**config.mk**
```make
export PLATFORM = sky130hd
export DESIGN_NAME = sgwl_div
export DESIGN_NICKNAME = d
export VERILOG_FILES = /design/src/sv/sgwl_pkg.sv /design/src/sv/sgwl_div.sv
export SDC_FILE = /design/constraint.sdc
export NUM_CORES = 1
export LEC_CHECK = 0
export ABC_AREA = 1
export BUFFER_PORTS_ARGS = -buffer_cell sky130_fd_sc_hd__buf_2
export CORE_ASPECT_RATIO = 1.2
export CORE_MARGIN = 2
export CORE_UTILIZATION = 24
export CTS_CLUSTER_SIZE = 12
export DETAILED_ROUTE_END_ITERATION = 7
export GPL_TIMING_DRIVEN = 0
export PLACE_DENSITY_LB_ADDON = 0.12
export SYNTH_ARGS = -nofsm -noshare
export SYNTH_HDL_FRONTEND = slang
export SYNTH_SLANG_ARGS = --single-unit
```
**constraint.sdc**
```tcl
create_clock -name clk -period 2 [get_ports clk]
set_input_delay 0.5 -clock clk [delete_from_list [all_inputs] [get_ports clk]]
set_output_delay 0.5 -clock clk [all_outputs]
set_load 0.05 [all_outputs]
```
**src/sv/sgwl_pkg.sv**
```systemverilog
// Shared types and constants for the start-gap wear leveler.
// No dependencies; used by sgwl_div, start_gap_wear_leveler and tb_top.
package sgwl_pkg;

	localparam int MAX_GROUPS_DEF      = 64;
	localparam int MAX_GROUP_LINES_DEF = 256;
	localparam int WEAR_BITS_DEF       = 32;

	// serial divider width: covers base+1, group ids and offset plus stale start
	localparam int DIV_W     = 18;
	localparam int CFG_IDX_W = 3;

	localparam logic [14:0] RST_NODE_COUNT  = 15'd16383;
	localparam logic [6:0]  RST_GROUP_COUNT = 7'd64;
	localparam logic [13:0] RST_SPLIT_POINT = 14'd16127;
	localparam logic [31:0] RST_GAP_PERIOD  = 32'd100;
	localparam logic [31:0] RST_WEAR_LIMIT  = 32'd1000000;
	localparam logic [6:0]  RST_UNIT_COUNT  = 7'd1;
	localparam logic [5:0]  RST_UNIT_INDEX  = 6'd0;

	typedef enum logic [CFG_IDX_W-1:0] {
		REG_NODE_COUNT,
		REG_GROUP_COUNT,
		REG_SPLIT_POINT,
		REG_GAP_PERIOD,
		REG_WEAR_LIMIT,
		REG_UNIT_COUNT,
		REG_UNIT_INDEX
	} cfg_reg_t;

	typedef enum logic [3:0] {
		S_CLEAR,
		S_IDLE,
		S_CB,
		S_CP,
		S_CS,
		S_D1,
		S_D2,
		S_GRD,
		S_D3,
		S_WRD,
		S_WMOD,
		S_D4,
		S_GWR,
		S_OUT
	} state_t;

	typedef struct packed {
		logic             go;
		logic [DIV_W-1:0] dividend;
		logic [DIV_W-1:0] divisor;
	} div_req_t;

	typedef struct packed {
		logic             done;
		logic [DIV_W-1:0] quot;
		logic [DIV_W-1:0] rem;
	} div_rsp_t;

endpackage

```
**src/sv/sgwl_div.sv**
```systemverilog
// Restoring serial divider, one quotient bit per cycle.
// Depends on sgwl_pkg for its request and response structs.
module sgwl_div (
	input  logic                clk,
	input  logic                arst_n,
	input  sgwl_pkg::div_req_t  req,
	output sgwl_pkg::div_rsp_t  rsp
);

	localparam int DW  = sgwl_pkg::DIV_W;
	localparam int CNW = $clog2(DW + 1);

	logic [DW-1:0]  rem_q, quo_q, dsr_q;
	logic [CNW-1:0] cnt_q;
	logic           run_q, done_q;
	logic [DW:0]    sh, diff;

	always_comb begin
		sh   = {rem_q, quo_q[DW-1]};
		diff = sh - {1'b0, dsr_q};
	end

	always_ff @(posedge clk or negedge arst_n) begin
		if (!arst_n) begin
			run_q  <= 1'b0;
			done_q <= 1'b0;
			cnt_q  <= '0;
		end else begin
			done_q <= 1'b0;
			if (req.go) begin
				run_q <= 1'b1;
				cnt_q <= CNW'(DW);
			end else if (run_q) begin
				cnt_q <= cnt_q - 1'b1;
				if (cnt_q == CNW'(1)) begin
					run_q  <= 1'b0;
					done_q <= 1'b1;
				end
			end
		end
	end

	always_ff @(posedge clk) begin
		if (req.go) begin
			rem_q <= '0;
			quo_q <= req.dividend;
			dsr_q <= req.divisor;
		end else if (run_q) begin
			if (!diff[DW]) begin
				rem_q <= diff[DW-1:0];
			end else begin
				rem_q <= sh[DW-1:0];
			end
			quo_q <= {quo_q[DW-2:0], ~diff[DW]};
		end
	end

	assign rsp.done = done_q;
	assign rsp.quot = quo_q;
	assign rsp.rem  = rem_q;

endmodule

```
# [Word-level counts from Yosys, hierarchy flattened]
# Cells that the tools add are included.
[totals] regBits=61 wordCells=22
[op_classes] add_sub_neg=2 eq_ne=1 mux=11 bitwise_logic=1 n_reduce_logical=1
[ops] operator="2-to-1 mux 18 bit" n=3
[ops] operator="subtractor 19 x 18 -> 19 bit" n=1
[ops] operator="2-to-1 mux 5 bit" n=2
[ops] operator="2-to-1 mux 1 bit" n=6
[ops] operator="== test 5 x 1 -> 1 bit, second input constant" n=1
[ops] operator="subtractor 5 x 1 -> 5 bit, second input constant" n=1
[ops] operator="nonzero test 2 bit" n=1
[ops] operator="inverter 1 bit" n=1

# [Depth between registers and ports, before layout]
[logic_depth] ltp_word=4 ltp_mapped=16

# [Worst setup path after synthesis]
# Ideal clock, no wire load.
[synth_timing] kind="flip-flop to flip-flop" start="register quo_q[17]" end="register quo_q[0], data pin" setup_ns=0.266 arrival_ns=2.143 slack_ns=-0.409 stages_incl_launch_ff=13 n_path_buf=1 period_less_slack_ns=2.409 cell_sequence="edfxtp_1 -> inv_1 -> ha_1 -> fa_1 -> inv_1 -> nand3_2 -> nand3_2 -> nand2_2 -> nand2_2 -> nand2_2 -> nand2_4 -> buf_6 -> o21ai_1"
[synth_via] elab_chain_len=4
[synth_rtl] item="from (decl)" line="sgwl_div.sv:13" text="logic [DW-1:0] rem_q, quo_q, dsr_q;"
[synth_rtl] item="from (signal assigned)" line="sgwl_div.sv:46" text="quo_q <= req.dividend;"
[synth_rtl] item="from (signal assigned)" line="sgwl_div.sv:54" text="quo_q <= {quo_q[DW-2:0], ~diff[DW]};"
[synth_rtl] item="subtractor 19 x 18 -> 19 bit" line="sgwl_div.sv:20" text="diff = sh - {1'b0, dsr_q};"
[synth_rtl] item="inverter 1 bit" line="sgwl_div.sv:54"
[synth_rtl] item="2-to-1 mux 18 bit" line="sgwl_div.sv:48" text="end else if (run_q) begin"
[synth_rtl] item="2-to-1 mux 18 bit" line="sgwl_div.sv:44" text="if (req.go) begin"
# No other way between the ends. The select of a mux whose other input is x is not followed.
# A chain may end at the register's enable or synchronous reset.

# [Worst setup path in the final report]
[layout_timing] start="register dsr_q[0]" end="register quo_q[0], data pin"
[layout_via] elab_chain_len=4
[layout_rtl] item="from (decl)" line="sgwl_div.sv:13"
[layout_rtl] item="from (signal assigned)" line="sgwl_div.sv:47" text="dsr_q <= req.divisor;"
[layout_rtl] item="subtractor 19 x 18 -> 19 bit" line="sgwl_div.sv:20"
[layout_rtl] item="inverter 1 bit" line="sgwl_div.sv:54"
[layout_rtl] item="2-to-1 mux 18 bit" line="sgwl_div.sv:48"
[layout_rtl] item="2-to-1 mux 18 bit" line="sgwl_div.sv:44"
# No other way between the ends. The select of a mux whose other input is x is not followed.

==> results.yml <==
job:
  maxCapViolCount: 0
setup_path:
  crit_path_frequent_cell: "nand2_4"
  critPathKind: "reg2reg"
  crit_required_ns: 2.08
  cp_slowest_stage_delay_ns: 0.41
  cp_cell_sequence: "ha_4 -> fa_2 -> inv_2 -> nand3_2 -> nand3_4 -> nand2_4 -> nand2_4 -> nand2_4 -> nand2_8 -> buf_12 -> o21ai_2"
  crit_fanout: 5
  critPathArrivalTime_ns: 2.16
  crit_path_end_kind: "flip-flop"
  cp_slowest_cell: "edfxtp_1"
  critPathLaunchType: "flip-flop"
sta:
  postLayoutSetupSlackWorst_ns: -0.07338
  finalSetupViolations: 19
  drv_slew: 0
  fin_crit_ns: 2.073
  hold_viol: 0
  finalCritPeriodShare_pct: 103.7
  worst_slew_pin_slew_ns: 0.7683
  max-slew-margin-rel_pct: 48.72
  rsz0062_at_grt: "yes"
  clock.fmax_ghz: 0.4823
  clock_skew_ns: 0.008728
  fin_tns_setup_ns: -0.7836
synthesis:
  synth_cell_type_count: 28
  synth.net_count: 558
  avgSynthCellArea_sq_um: 7.417
  ys.warnings.count: 0
  synth_seq_cells: 61
  yosysSeqAreaShare_pct: 43.77
  synth_cells: 498
  syn_area_sq_um: 3694
routing:
  remaining_drc_errors: 0
  wl_mm: 10.42
  wl_per_cell_microns: 12.92
  viasPerCell: 4.160
  drtAntennaViolNets: 0
  drt_iter0_markers: 100
  drt_pass1_iterations: 4
  dr_total_vias: 3353
clocking:
  clk_path_buf_depth: 2
  clk_pin_slew_ns: 0.06
  root_buffer: "clkbuf_16"
  clock-sinks: 61
  cts_buffers: 9
  htreeDepth: 3
  cts_tree: "yes"
  clock_latency_ns: 0.34
power_and_ir_drop:
  ir_worst_vdd_uv: 459.8
  p_leak_nw: 2.608
  power_mw: 8.120
  powerDensity_nw_per_um2: 1571
placed_design:
  port_buffers: 75
  gp_congestion: 0.8353
  place_hpwl_mm: 7.603
grt:
  grt_pass1_vias: 3340
  grt_overflow: 0
  antenna_found_initial: 0
  grt_pass1_wl_mm: 16.75
  grt.total_usage_pct: 13.40
  grt_max_degree: 24
cells_and_area:
  ff_latch_area_sq_um: 1619
  final_common_cell: "nand2_1"
  area_growth_pct: 39.97
  diodes: 0
  layout_common_cells: "nand2_1 (166), inv_1 (76), buf_2 (75)"
  finalNetCount: 657
  drive_gt1_share_pct: 31.73
  multi_input_area_sq_um: 2096
  nFillCells: 1615
status:
  violations: "setup timing"
  status: "finished with violations"
floorplan:
  core_sq_um: 15020
  dieArea_sq_um: 16400
  row_count: 49
  pin_count: 76
  die_w_microns: 117.2
  initial_core_util_pct: 24.59
  die_y_microns: 139.9
hold_path:
  hp-class: "in2reg"
[metrics by stage]
stage / hold slack [ns] / area [sq um] / std cells / worst slack [ns] / utilization, %
3_3_place_gp: 0.3439 / 4342 / 777 / -0.4147 / 28.90
5_1_grt: 0.3256 / 5170 / 806 / -0.1635 / 34.42
2_1_floorplan: 0.2044 / 3711 / 498 / -0.2620 / -
6_report: 0.3315 / 5170 / 806 / -0.07338 / 34.42
3_5_place_dp: 0.3449 / 4342 / 777 / -0.4596 / 28.90
4_1_cts: 0.3163 / 4851 / 803 / -0.06706 / 32.29
[cell families (layout without fill, tap and decap cells)]
family | count (synthesis) | after routing | synth area share (%)
AOI/OAI and AO/OA | 30 | 30 | 4.336
and+or+nand+nor | 282 | 282 | 32.15
DFF | 61 | 61 | 43.77
xor gates and xnor gates | 10 | 10 | 2.371
adders and majority gates | 21 | 21 | 7.317
buffers and inverters | 94 | 198 | 10.06
[what timing repair did]
item / in CTS / in global routing
resized for setup: 30 / 64
setup endpoints to repair: 19 / 19
buffers inserted: 8 / 2
cloned: 1 / 1
pin swaps: 6 / 34
hold buffers: 1 / 0
hold endpoints to repair: 7 / 0
[synthesized netlist by cell type]
master | instances | area [sq um]
a21oi_1 | 14 | 70.07
a21oi_2 | 2 | 17.52
a22oi_1 | 1 | 7.510
and2_1 | 1 | 6.260
buf_4 | 1 | 7.510
buf_6 | 2 | 22.52
clkbuf_1 | 7 | 26.28
dfrtp_1 | 7 | 175.2
dfxtp_1 | 18 | 360.4
edfxtp_1 | 36 | 1081
fa_1 | 1 | 20.02
ha_1 | 20 | 250.2
inv_1 | 80 | 300.3
inv_2 | 4 | 15.01
nand2_1 | 194 | 728.2
nand2_2 | 6 | 37.54
nand2_4 | 3 | 33.78
nand3_1 | 40 | 200.2
nand3_2 | 2 | 20.02
nand4_1 | 2 | 12.51
nor2_1 | 26 | 97.59
nor2_4 | 1 | 11.26
nor3_1 | 6 | 30.03
nor3_2 | 1 | 10.01
o21ai_0 | 12 | 60.06
o21ai_1 | 1 | 5.000
xnor2_1 | 4 | 35.03
xor2_1 | 6 | 52.55
[worst paths after layout]
kind                       startpoint       end  slack (ns)  depth (start not counted)
min reg2reg                  rem_q[7]  rem_q[7]        0.47                          2
min                            req[0]  dsr_q[0]        0.33                          1
max                          dsr_q[0]  quo_q[0]       -0.07                         11
min in group asynchronous      arst_n    done_q        0.51                          2
max reg2reg                  dsr_q[0]  quo_q[0]       -0.07                         11
max in group asynchronous      arst_n  cnt_q[1]        1.33                          2
[worst max-delay path, delay by kind of cell, from the launching register on]
| family | cells | cell delay, ns |
|---|---|---|
| compound gates | 1 | 0.05 |
| buf+inv | 2 | 0.22 |
| fa+ha+maj | 2 | 0.57 |
| simple gates | 6 | 0.58 |
| flops | 1 | 0.41 |
[area by class of cell]
| cell class | instances | share of cell area (%) |
|---|---|---|
| buffer | 10 | 1.331 |
| clock inverter | 5 | 0.6534 |
| clock buffer | 11 | 4.913 |
| timing repair buffer | 88 | 10.21 |
| inverter | 84 | 6.099 |
| multi-input combinational | 343 | 40.54 |
| tap | 204 | 4.937 |
| sequential | 61 | 31.32 |
[state kept, by name, summed over array words and instances (netlist names)]
| signal | count |
|---|---|
| quo_q | 18 |
| cnt_q | 5 |
| run_q | 1 |
| rem_q | 18 |
| dsr_q | 18 |
| done_q | 1 |
[metal layers]
metal	vias up	share of wire [%]	track usage (%)
met2	63	51	22.53
met5	-	0	0
met3	11	5.1	3.159
met1	1520	42	15.87
li1	1759	-	-
met4	0	2.0	6.316
[power breakdown]
group	internal, mW	switching [mW]	total [mW]
Combinational	1.79	2.97	4.76
Clock	0.914	0.591	1.50
Sequential	1.60	0.253	1.86
Total	4.31	3.81	8.12
Note: power is estimated with default switching activity, not from simulation.
